File: src/hbe_pkg.sv
// Shared types, codes and constants of the hover-ball environment step unit.
// Holds the exponent table generator functions used at elaboration.
// No dependencies.
package hbe_pkg;

  localparam int unsigned CfgIdxW  = 3;
  localparam int unsigned CfgDataW = 24;

  typedef enum logic [CfgIdxW-1:0] {
    CFG_GRAVITY      = 3'd0,
    CFG_TIME_STEP    = 3'd1,
    CFG_TARGET       = 3'd2,
    CFG_HEIGHT_LIMIT = 3'd3,
    CFG_STEP_LIMIT   = 3'd4,
    CFG_THRUST       = 3'd5,
    CFG_SPEED_LIMIT  = 3'd6
  } cfg_idx_e;

  typedef struct packed {
    logic signed [23:0] gravity_accel;
    logic [15:0]        time_step;
    logic [22:0]        target_height;
    logic [22:0]        height_limit;
    logic [15:0]        step_limit;
    logic [22:0]        thrust_accel;
    logic [22:0]        speed_limit;
  } cfg_t;

  localparam logic signed [23:0] GravityRst     = -24'sd642253;
  localparam logic [15:0]        TimeStepRst    = 16'd655;
  localparam logic [22:0]        TargetRst      = 23'd655360;
  localparam logic [22:0]        HeightLimitRst = 23'd1310720;
  localparam logic [15:0]        StepLimitRst   = 16'd500;
  localparam logic [22:0]        ThrustRst      = 23'd983040;
  localparam logic [22:0]        SpeedLimitRst  = 23'd655360;

  typedef enum logic {
    OP_STEP  = 1'b0,
    OP_RESET = 1'b1
  } op_e;

  typedef enum logic [3:0] {
    ST_IDLE,
    ST_MUL_DV,
    ST_VEL,
    ST_MUL_DH,
    ST_HGT,
    ST_MUL_P,
    ST_ROM,
    ST_MUL_I,
    ST_COMMIT
  } state_e;

  typedef struct packed {
    logic capture;
    logic mul_dv;
    logic vel;
    logic mul_dh;
    logic hgt;
    logic mul_p;
    logic rom;
    logic mul_i;
    logic commit;
  } cmd_t;

  localparam logic signed [24:0] RewardCrash = -25'sd131072;
  localparam logic signed [24:0] RewardBias  = 25'sd3277;
  localparam logic [23:0]        Div10Mult   = 24'd13421773;
  localparam int unsigned        Div10Shift  = 27;

  // exp(-16/N) in Q0.30 from an alternating series, d = 2^34/N
  function automatic logic [63:0] exp_ratio_q30(input logic [63:0] d);
    logic [63:0] term;
    longint      sum;
    term = 64'd1 << 30;
    sum  = longint'(term);
    for (int k = 1; k <= 20; k++) begin
      term = ((term * d) >> 30) / 64'(k);
      if ((k % 2) == 1) begin
        sum = sum - longint'(term);
      end else begin
        sum = sum + longint'(term);
      end
    end
    if (sum < 0) begin
      sum = 0;
    end
    return 64'(sum);
  endfunction

  // entry i of the table in Q1.16: ratio^i in Q0.30, rounded at each step
  function automatic logic [16:0] exp_entry(input logic [63:0] e, input int unsigned i);
    logic [63:0] cur;
    logic [63:0] rnd;
    cur = 64'd1 << 30;
    for (int unsigned j = 0; j < i; j++) begin
      cur = (cur * e + (64'd1 << 29)) >> 30;
    end
    rnd = (cur + (64'd1 << 13)) >> 14;
    return rnd[16:0];
  endfunction

endpackage

File: src/hbe_cfg_regs.sv
// Configuration register bank of the hover-ball environment step unit.
// Depends on hbe_pkg.
module hbe_cfg_regs (
  input  logic                          clk_i,
  input  logic                          rst_ni,
  input  logic                          cfg_valid_i,
  output logic                          cfg_ready_o,
  input  logic [hbe_pkg::CfgIdxW-1:0]   cfg_index_i,
  input  logic [hbe_pkg::CfgDataW-1:0]  cfg_data_i,
  output hbe_pkg::cfg_t                 cfg_o
);
  import hbe_pkg::*;

  cfg_t cfg_q, cfg_d;

  assign cfg_ready_o = 1'b1;
  assign cfg_o       = cfg_q;

  always_comb begin
    cfg_d = cfg_q;
    if (cfg_valid_i) begin
      case (cfg_idx_e'(cfg_index_i))
        CFG_GRAVITY:      cfg_d.gravity_accel = $signed(cfg_data_i);
        CFG_TIME_STEP:    cfg_d.time_step     = cfg_data_i[15:0];
        CFG_TARGET:       cfg_d.target_height = cfg_data_i[22:0];
        CFG_HEIGHT_LIMIT: cfg_d.height_limit  = cfg_data_i[22:0];
        CFG_STEP_LIMIT:   cfg_d.step_limit    = cfg_data_i[15:0];
        CFG_THRUST:       cfg_d.thrust_accel  = cfg_data_i[22:0];
        CFG_SPEED_LIMIT:  cfg_d.speed_limit   = cfg_data_i[22:0];
        default:          cfg_d = cfg_q;
      endcase
    end
  end

  always_ff @(posedge clk_i or negedge rst_ni) begin
    if (!rst_ni) begin
      cfg_q.gravity_accel <= GravityRst;
      cfg_q.time_step     <= TimeStepRst;
      cfg_q.target_height <= TargetRst;
      cfg_q.height_limit  <= HeightLimitRst;
      cfg_q.step_limit    <= StepLimitRst;
      cfg_q.thrust_accel  <= ThrustRst;
      cfg_q.speed_limit   <= SpeedLimitRst;
    end else begin
      cfg_q <= cfg_d;
    end
  end

endmodule

File: src/hbe_ctrl.sv
// Sequencer of the hover-ball environment step unit: input handshake,
// datapath commands and the output valid flag. Depends on hbe_pkg.
module hbe_ctrl (
  input  logic          clk_i,
  input  logic          rst_ni,
  input  logic          in_valid_i,
  output logic          in_stall_o,
  input  logic          operation_i,
  output logic          out_valid_o,
  input  logic          out_stall_i,
  output hbe_pkg::cmd_t cmd_o
);
  import hbe_pkg::*;

  state_e state_q, state_d;
  logic   out_valid_q, out_valid_d;
  logic   out_free;

  assign out_free    = !out_valid_q || !out_stall_i;
  assign out_valid_o = out_valid_q;

  always_comb begin
    state_d = state_q;
    case (state_q)
      ST_IDLE: begin
        if (in_valid_i) begin
          state_d = (op_e'(operation_i) == OP_RESET) ? ST_COMMIT : ST_MUL_DV;
        end
      end
      ST_MUL_DV: state_d = ST_VEL;
      ST_VEL:    state_d = ST_MUL_DH;
      ST_MUL_DH: state_d = ST_HGT;
      ST_HGT:    state_d = ST_MUL_P;
      ST_MUL_P:  state_d = ST_ROM;
      ST_ROM:    state_d = ST_MUL_I;
      ST_MUL_I:  state_d = ST_COMMIT;
      ST_COMMIT: begin
        if (out_free) begin
          state_d = ST_IDLE;
        end
      end
      default:   state_d = ST_IDLE;
    endcase
  end

  always_comb begin
    cmd_o      = '0;
    in_stall_o = (state_q != ST_IDLE);
    case (state_q)
      ST_IDLE:   cmd_o.capture = in_valid_i;
      ST_MUL_DV: cmd_o.mul_dv  = 1'b1;
      ST_VEL:    cmd_o.vel     = 1'b1;
      ST_MUL_DH: cmd_o.mul_dh  = 1'b1;
      ST_HGT:    cmd_o.hgt     = 1'b1;
      ST_MUL_P:  cmd_o.mul_p   = 1'b1;
      ST_ROM:    cmd_o.rom     = 1'b1;
      ST_MUL_I:  cmd_o.mul_i   = 1'b1;
      ST_COMMIT: cmd_o.commit  = out_free;
      default:   cmd_o         = '0;
    endcase
    out_valid_d = cmd_o.commit || (out_valid_q && out_stall_i);
  end

  always_ff @(posedge clk_i or negedge rst_ni) begin
    if (!rst_ni) begin
      state_q     <= ST_IDLE;
      out_valid_q <= 1'b0;
    end else begin
      state_q     <= state_d;
      out_valid_q <= out_valid_d;
    end
  end

endmodule

File: src/hbe_datapath.sv
// Datapath of the hover-ball environment step unit: ball state, shared
// product register, exponent table and reward. Depends on hbe_pkg.
module hbe_datapath #(
  parameter int unsigned EXP_TABLE_ENTRIES = 64
) (
  input  logic               clk_i,
  input  logic               rst_ni,
  input  hbe_pkg::cfg_t      cfg_i,
  input  hbe_pkg::cmd_t      cmd_i,
  input  logic               operation_i,
  input  logic [1:0]         action_i,
  input  logic [22:0]        start_height_i,
  output logic signed [23:0] height_o,
  output logic signed [23:0] velocity_o,
  output logic signed [23:0] reward_o,
  output logic               episode_done_o,
  output logic               crash_terminal_o
);
  import hbe_pkg::*;

  localparam int unsigned IdxW     = $clog2(EXP_TABLE_ENTRIES + 1);
  localparam int unsigned PW       = 20 + IdxW;
  localparam logic [63:0] ExpD     = (64'd16 << 30) / 64'(EXP_TABLE_ENTRIES);
  localparam logic [63:0] ExpRatio = exp_ratio_q30(ExpD);
  localparam logic [1:0]  ActDown  = 2'd0;
  localparam logic [1:0]  ActUp    = 2'd2;

  logic [16:0] exp_rom [EXP_TABLE_ENTRIES + 1];

  for (genvar gi = 0; gi <= EXP_TABLE_ENTRIES; gi++) begin : g_rom
    assign exp_rom[gi] = exp_entry(ExpRatio, gi);
  end

  op_e                op_q;
  logic [22:0]        start_q;
  logic signed [24:0] accel_d, accel_q;
  logic signed [41:0] mul_q, mul_rnd;
  logic signed [23:0] vnew_q, hnew_q;
  logic [47:0]        div_q;
  logic               far_q, crash_q;
  logic [PW-1:0]      p_q;
  logic [16:0]        a_q, b_q;
  logic [15:0]        f_q;
  logic signed [34:0] ip_q, ip_rnd;
  logic signed [23:0] height_q, vel_q, reward_q;
  logic [15:0]        cnt_q;
  logic               done_q, term_q;

  logic signed [24:0] grav_ext, thrust_ext;
  logic signed [16:0] ts_ext;
  logic signed [25:0] dv;
  logic signed [26:0] vsum, spd;
  logic signed [23:0] vclamp, vneg;
  logic [22:0]        absv;
  logic [23:0]        div_in;
  logic signed [24:0] dh;
  logic signed [25:0] hsum;
  logic signed [23:0] hsat;
  logic signed [24:0] tgt_gap;
  logic [23:0]        gap_abs;
  logic [24:0]        x;
  logic               crash_d;
  logic [IdxW-1:0]    ia, ib;
  logic signed [17:0] diff;
  logic signed [24:0] exp_val, rsum;
  logic signed [23:0] rsat;
  logic [20:0]        q10;
  logic [15:0]        cnt_inc;

  assign grav_ext   = 25'(cfg_i.gravity_accel);
  assign thrust_ext = $signed({2'b00, cfg_i.thrust_accel});
  assign ts_ext     = $signed({1'b0, cfg_i.time_step});

  always_comb begin
    case (action_i)
      ActDown: accel_d = grav_ext - thrust_ext;
      ActUp:   accel_d = grav_ext + thrust_ext;
      default: accel_d = grav_ext;
    endcase
  end

  // velocity update: round, integrate, clamp
  assign mul_rnd = mul_q + 42'sd32768;
  assign dv      = 26'(mul_rnd >>> 16);
  assign vsum    = 27'(vel_q) + 27'(dv);
  assign spd     = $signed({4'b0000, cfg_i.speed_limit});

  always_comb begin
    if (vsum > spd) begin
      vclamp = 24'(spd);
    end else if (vsum < -spd) begin
      vclamp = 24'(-spd);
    end else begin
      vclamp = 24'(vsum);
    end
  end

  assign vneg   = -vnew_q;
  assign absv   = vnew_q[23] ? vneg[22:0] : vnew_q[22:0];
  assign div_in = {1'b0, absv} + 24'd5;

  // height update: round, integrate, saturate
  assign dh   = 25'(mul_rnd >>> 16);
  assign hsum = 26'(height_q) + 26'(dh);

  always_comb begin
    if (hsum > 26'sd8388607) begin
      hsat = 24'sh7FFFFF;
    end else if (hsum < -26'sd8388608) begin
      hsat = 24'sh800000;
    end else begin
      hsat = 24'(hsum);
    end
  end

  assign tgt_gap  = 25'(hnew_q) - $signed({2'b00, cfg_i.target_height});
  assign gap_abs  = tgt_gap[24] ? 24'(-tgt_gap) : tgt_gap[23:0];
  assign x        = {gap_abs, 1'b0};
  assign crash_d  = (hnew_q <= 24'sd0) || (hnew_q > $signed({1'b0, cfg_i.height_limit}));

  assign ia   = p_q[PW-1:20];
  assign ib   = ia + IdxW'(1);
  assign diff = $signed({1'b0, b_q}) - $signed({1'b0, a_q});

  // reward assembly
  assign ip_rnd  = ip_q + 35'sd32768;
  assign q10     = div_q[Div10Shift +: 21];
  assign exp_val = far_q ? 25'sd0 : ($signed({8'd0, a_q}) + 25'(ip_rnd >>> 16));
  assign rsum    = exp_val - $signed({4'd0, q10}) + RewardBias;

  always_comb begin
    if (crash_q) begin
      rsat = 24'(RewardCrash);
    end else if (rsum > 25'sd8388607) begin
      rsat = 24'sh7FFFFF;
    end else if (rsum < -25'sd8388608) begin
      rsat = 24'sh800000;
    end else begin
      rsat = 24'(rsum);
    end
  end

  assign cnt_inc = (cnt_q == 16'hFFFF) ? cnt_q : cnt_q + 16'd1;

  always_ff @(posedge clk_i) begin
    if (cmd_i.capture) begin
      op_q    <= op_e'(operation_i);
      start_q <= start_height_i;
      accel_q <= accel_d;
    end
    if (cmd_i.mul_dv) begin
      mul_q <= 42'(accel_q * ts_ext);
    end
    if (cmd_i.vel) begin
      vnew_q <= vclamp;
    end
    if (cmd_i.mul_dh) begin
      mul_q <= 42'(vnew_q * ts_ext);
      div_q <= div_in * Div10Mult;
    end
    if (cmd_i.hgt) begin
      hnew_q <= hsat;
    end
    if (cmd_i.mul_p) begin
      far_q   <= |x[24:20];
      crash_q <= crash_d;
      p_q     <= PW'(x[19:0]) * PW'(EXP_TABLE_ENTRIES);
    end
    if (cmd_i.rom) begin
      a_q <= exp_rom[ia];
      b_q <= exp_rom[ib];
      f_q <= p_q[19:4];
    end
    if (cmd_i.mul_i) begin
      ip_q <= 35'(diff * $signed({1'b0, f_q}));
    end
    if (cmd_i.commit) begin
      reward_q <= (op_q == OP_RESET) ? 24'sd0 : rsat;
    end
  end

  always_ff @(posedge clk_i or negedge rst_ni) begin
    if (!rst_ni) begin
      height_q <= '0;
      vel_q    <= '0;
      cnt_q    <= '0;
      done_q   <= 1'b0;
      term_q   <= 1'b1;
    end else if (cmd_i.commit) begin
      if (op_q == OP_RESET) begin
        height_q <= $signed({1'b0, start_q});
        vel_q    <= '0;
        cnt_q    <= '0;
        done_q   <= 1'b0;
        term_q   <= 1'b1;
      end else begin
        height_q <= hnew_q;
        vel_q    <= vnew_q;
        cnt_q    <= cnt_inc;
        if (crash_q) begin
          done_q <= 1'b1;
          term_q <= 1'b1;
        end else if (cnt_inc >= cfg_i.step_limit) begin
          done_q <= 1'b1;
          term_q <= 1'b0;
        end
      end
    end
  end

  assign height_o         = height_q;
  assign velocity_o       = vel_q;
  assign reward_o         = reward_q;
  assign episode_done_o   = done_q;
  assign crash_terminal_o = term_q;

endmodule

File: src/hover_ball_env_step_unit.sv
// Step item: taken only in idle, then walked through MUL_DV, VEL, MUL_DH,
// HGT, MUL_P, ROM, MUL_I and COMMIT, which waits while the output stalls.
// Reset item: straight from idle to COMMIT. The result beat is registered
// at COMMIT; no item is taken before it. The sequence follows one shared
// product register, the registered exponent table read and interpolation.
// Reset clears the ball state, sets terminal and loads register defaults.
module hover_ball_env_step_unit #(
  parameter int unsigned EXP_TABLE_ENTRIES = 64
) (
  input  logic                          clk_i,
  input  logic                          rst_ni,
  input  logic                          cfg_valid_i,
  output logic                          cfg_ready_o,
  input  logic [hbe_pkg::CfgIdxW-1:0]   cfg_index_i,
  input  logic [hbe_pkg::CfgDataW-1:0]  cfg_data_i,
  input  logic                          in_valid_i,
  output logic                          in_stall_o,
  input  logic                          operation_i,
  input  logic [1:0]                    action_i,
  input  logic [22:0]                   start_height_i,
  output logic                          out_valid_o,
  input  logic                          out_stall_i,
  output logic signed [23:0]            height_o,
  output logic signed [23:0]            velocity_o,
  output logic signed [23:0]            reward_o,
  output logic                          episode_done_o,
  output logic                          crash_terminal_o
);
  import hbe_pkg::*;

  cfg_t cfg;
  cmd_t cmd;

  hbe_cfg_regs u_cfg (
    .clk_i       (clk_i),
    .rst_ni      (rst_ni),
    .cfg_valid_i (cfg_valid_i),
    .cfg_ready_o (cfg_ready_o),
    .cfg_index_i (cfg_index_i),
    .cfg_data_i  (cfg_data_i),
    .cfg_o       (cfg)
  );

  hbe_ctrl u_ctrl (
    .clk_i       (clk_i),
    .rst_ni      (rst_ni),
    .in_valid_i  (in_valid_i),
    .in_stall_o  (in_stall_o),
    .operation_i (operation_i),
    .out_valid_o (out_valid_o),
    .out_stall_i (out_stall_i),
    .cmd_o       (cmd)
  );

  hbe_datapath #(
    .EXP_TABLE_ENTRIES (EXP_TABLE_ENTRIES)
  ) u_dp (
    .clk_i            (clk_i),
    .rst_ni           (rst_ni),
    .cfg_i            (cfg),
    .cmd_i            (cmd),
    .operation_i      (operation_i),
    .action_i         (action_i),
    .start_height_i   (start_height_i),
    .height_o         (height_o),
    .velocity_o       (velocity_o),
    .reward_o         (reward_o),
    .episode_done_o   (episode_done_o),
    .crash_terminal_o (crash_terminal_o)
  );

endmodule
File: config.mk
export PLATFORM = sky130hd
export DESIGN_NAME = hover_ball_env_step_unit
export DESIGN_NICKNAME = d
export VERILOG_FILES = /design/src/hbe_pkg.sv /design/src/hbe_cfg_regs.sv /design/src/hbe_ctrl.sv /design/src/hbe_datapath.sv /design/src/hover_ball_env_step_unit.sv
export SDC_FILE = /design/constraint.sdc
export NUM_CORES = 2
export LEC_CHECK = 0
export ABC_CLOCK_PERIOD_IN_PS = 11530
export BUFFER_PORTS_ARGS = -buffer_cell sky130_fd_sc_hd__buf_2
export CORE_ASPECT_RATIO = 1.2
export CORE_MARGIN = 4
export CORE_UTILIZATION = 47
export CTS_BUF_LIST = sky130_fd_sc_hd__clkbuf_16
export DETAILED_ROUTE_END_ITERATION = 16
export PLACE_DENSITY = 0.73
export RECOVER_POWER = 100
export REMOVE_ABC_BUFFERS = 1
export SYNTH_ARGS = -nofsm -noshare
export SYNTH_HDL_FRONTEND = slang
export SYNTH_SLANG_ARGS = --single-unit
File: constraint.sdc
create_clock -name clk_i -period 11.53 [get_ports clk_i]
set_input_delay 1.153 -clock clk_i [delete_from_list [all_inputs] [get_ports clk_i]]
set_output_delay 1.153 -clock clk_i [all_outputs]
set_load 0.05 [all_outputs]
==> impl_metrics.csv <==
group,metric,value,unit
floorplan,pin_count,135,
clock_network,clk_latency,0.69,ns
clock_network,cts_setup_buffers,0,
timing,fin_crit,10.73,ns
clock_network,htree_levels,2,
finish,area_growth,5.912,%
clock_network,cts_root_buf,"clkbuf_16",
drt,wl,216700,um
synth,yosysTopAreaCellShare,0.3124,
timing,max_slew_margin,-2.092,
place,finalWeightedCongestion,0.9490,
timing,slew_violations,876,
synth,yosysWarnings,0,
floorplan,initial_core_util,0.4729,
synth,syn_area_per_cell,9.414,um2
flow_run,cap_viol_max_count,20,
global_routing,grt_pass1_vias,62880,
synth,synth_seq_cells,476,
setup_path,criticalPathCategory,"reg2reg",
place,placed_cell_area,0.08066,mm2
clock_network,hold_buffers,0,
worst_hold_path,hold_path_startpoint,"u_dp.p_q[19]$_DFFE_PP_",
timing,layout_setup_ws,0.7999,ns
synth,synth_most_common_cell,"inv_1",
setup_path,worst_setup_path_start_kind,"flop",
floorplan,die_width,379.2,um
global_routing,grtUsageMet3,0.04486,
synth,synthTopCellsByArea,"fa_1, ha_1, edfxtp_1, inv_1, dfrtp_1",
floorplan,coreArea,0.1644,mm2
timing,setup_tns,0,ns
drt,via_count,58075,
setup_path,crit_required,11.82,ns
drt,antenna_left,0,
place,port_buffers,133,
synth,yosysTopAreaCell,"fa_1",
setup_path,cp.arrival,11.02,ns
synth,netlist_area,0.07773,mm2
place,dp_slack,0.8887,ns
outcome,outcome,"complete, but fails checks",
worst_hold_path,min_path_type,"reg2reg",
outcome,violations,"max-capacitance violations, max-slew violations",
global_routing,grt_pass1_wl,343900,um
global_routing,grt_max_degree,78,
setup_path,crit_path_start,"u_cfg.cfg_o[115]$_DFFE_PN1P_",
clock_network,cts_buffers,58,
drt,viasPerCell,5.573,
global_routing,gr-max-usage-layer,"met2",
global_routing,grt_use_met2,0.4530,
timing,worstMarginPinSlew,4.638,ns
finish,drive_gt1_frac,0.05102,
floorplan,die_y,453.5,um
setup_path,end_kind,"flop",
global_routing,grt-ovfl-total,0,
finish,fin_nets,10313,
clock_network,clk_pin_slew,0.06,ns
global_routing,grtUsageTotal,0.2570,
clock_network,cts_sinks,476,
synth,synth_edf_count,257,
synth,ys.flop_type,"edfxtp_1",
clock_network,cts_resized,0,
timing,setup_viol,0,
global_routing,antenna_found_initial,9,
floorplan,dieArea,0.1720,mm2
clock_network,cts_tree,"built",
timing,rsz0062_at_grt,"no",
synth,yosysUniqueCellTypes,106,
drt,dr.pass1.iters,6,
place,dpl.hpwl,173900,um
drt,routedWlPerCell,20.79,um
drt,drt-initial-drc-count,3583,
synth,synthArstFlopShare,0.4601,
synth,synthTopCellsByCount,"inv_1, fa_1, nand2_1",
clock_network,clockBufferDepth,3,
synth,netlist_instances,8257,
global_routing,met1_usage,0.3010,
synth,ys_seq_area_frac,0.1704,
timing,clock_skew,0.06106,ns
floorplan,row_count,163,
finish,final_area,0.08233,mm2
drt,drc,0,
setup_path,timing.reg2reg.setup_slack,0.80,ns
timing,holdWs,0.4148,ns
setup_path,worstPathMaxFanout,43,
timing,hold_viol,0,
timing,fin_crit_sh,0.9306,
timing,fmax,93.20,MHz
setup_path,r2r_start,"u_cfg.cfg_o[115]$_DFFE_PN1P_",
[registers in the layout (all words and copies together), names as in the netlist, 4 cells and up]
| register | count |
|---|---|
| u_dp.velocity_o | 24 |
| u_dp.div_q | 21 |
| u_dp.mul_q | 27 |
| u_dp.reward_o | 24 |
| u_dp.accel_q | 25 |
| u_dp.start_q | 23 |
| u_cfg.cfg_o | 148 |
| u_dp.p_q | 19 |
| u_dp.hnew_q | 24 |
| u_dp.a_q | 17 |
| u_dp.f_q | 13 |
| u_dp.b_q | 17 |
| u_dp.ip_q | 20 |
| u_dp.height_o | 24 |
| u_dp.cnt_q | 16 |
| u_ctrl.state_q | 4 |
| u_dp.vnew_q | 24 |
[critical path, stage by stage, from the launching register on]
cell      delay [ns]
dfstp_1         0.88
clkbuf_1        2.16
nand2_1         0.26
fa_1            0.67
inv_1           0.05
fa_1            0.53
inv_1           0.05
fa_1            0.50
inv_1           0.05
fa_1            0.48
inv_1           0.06
fa_1            0.54
inv_1           0.06
fa_1            0.49
ha_1            0.33
a21o_1          0.20
a221o_1         0.36
a31oi_1         0.21
a211oi_1        0.15
a211o_1         0.44
a22oi_1         0.35
o21ai_0         0.30
a22o_1          0.29
o41a_1          0.35
a21oi_1         0.19
xnor2_1         0.19
a21oi_1         0.20
[layer usage]
| metal | vias to the layer above | wire length (um) |
|---|---|---|
| met5 | - | 33 |
| met4 | 6 | 12800 |
| met3 | 620 | 15360 |
| met2 | 2013 | 107800 |
| met1 | 29248 | 80690 |
| li1 | 26188 | - |
[per-stage QoR]
stage	instances	util
finish	10420	0.5008
global route	10416	0.5008
CTS	10416	0.5027
detailed placement	10307	0.4907
global placement	10307	0.4907
floorplan	7936	-
[layout by cell type (no fill, tap or decap), types with 14 or more instances in the layout]
master	Yosys	layout
xnor2_1	257	255
nor3_1	95	95
nand4_1	43	43
edfxtp_1	257	257
o21bai_1	16	16
clkbuf_1	293	120
o31ai_1	37	37
nor2_1	309	308
nor4_1	27	27
buf_4	2	71
buf_2	7	35
mux2_2	118	118
nand2_1	919	919
fa_1	1213	1213
a31oi_1	37	37
or3_1	31	31
xor2_1	122	122
a21o_1	109	109
ha_1	820	820
a21oi_1	250	251
inv_1	1608	1614
o21ai_0	315	322
dfstp_2	37	36
or2_2	14	14
o211ai_1	34	35
a22o_1	15	15
o21a_1	63	63
and3_1	45	45
mux2i_1	34	34
clkbuf_16	0	59
nand2b_1	77	77
dfrtp_1	182	178
a211oi_1	54	55
nor2b_1	55	55
and2_1	435	429
nand3_1	80	80
[cell type report]
cell class | instances | area (um2)
tap | 2145 | 2684
multi-input combinational | 5848 | 57200
clock buffer | 59 | 1476
antenna | 4 | 10.01
fill | 15097 | 82050
inverter | 1612 | 6051
sequential | 476 | 13250
timing repair buffer | 226 | 1159
clock inverter | 50 | 500.5
[cell families (layout without fill, tap and decap cells)]
kind of cell             count (synthesis)  after routing  synth area share
AO/OA/AOI/OAI                         1085           1085           0.08963
XOR/XNOR                               383            383           0.04369
adder cells (fa/ha/maj)               2033           2033            0.4444
buffers and inverters                 1933           1947           0.09365
flip-flops                             476            476            0.1704
multiplexers                           153            153           0.02176
other                                    1              5        0.00004824
AND/OR/NAND/NOR                       2193           2193            0.1364
[final timing paths]
check	end	cells after the start
worst max-delay path	u_dp.mul_q[41]$_DFFE_PP_	26
worst min-delay path	u_dp.f_q[15]$_DFFE_PP_	0
worst max register to register	u_dp.mul_q[41]$_DFFE_PP_	26
worst min register to register	u_dp.f_q[15]$_DFFE_PP_	0
max in group asynchronous	u_cfg.cfg_o[114]$_DFFE_PN0P_	2
min in group asynchronous	u_cfg.cfg_o[143]$_DFFE_PN0P_	1
Power is not shown: default switching activity piles up to over one toggle a cycle in this logic, so the estimate is an artifact.
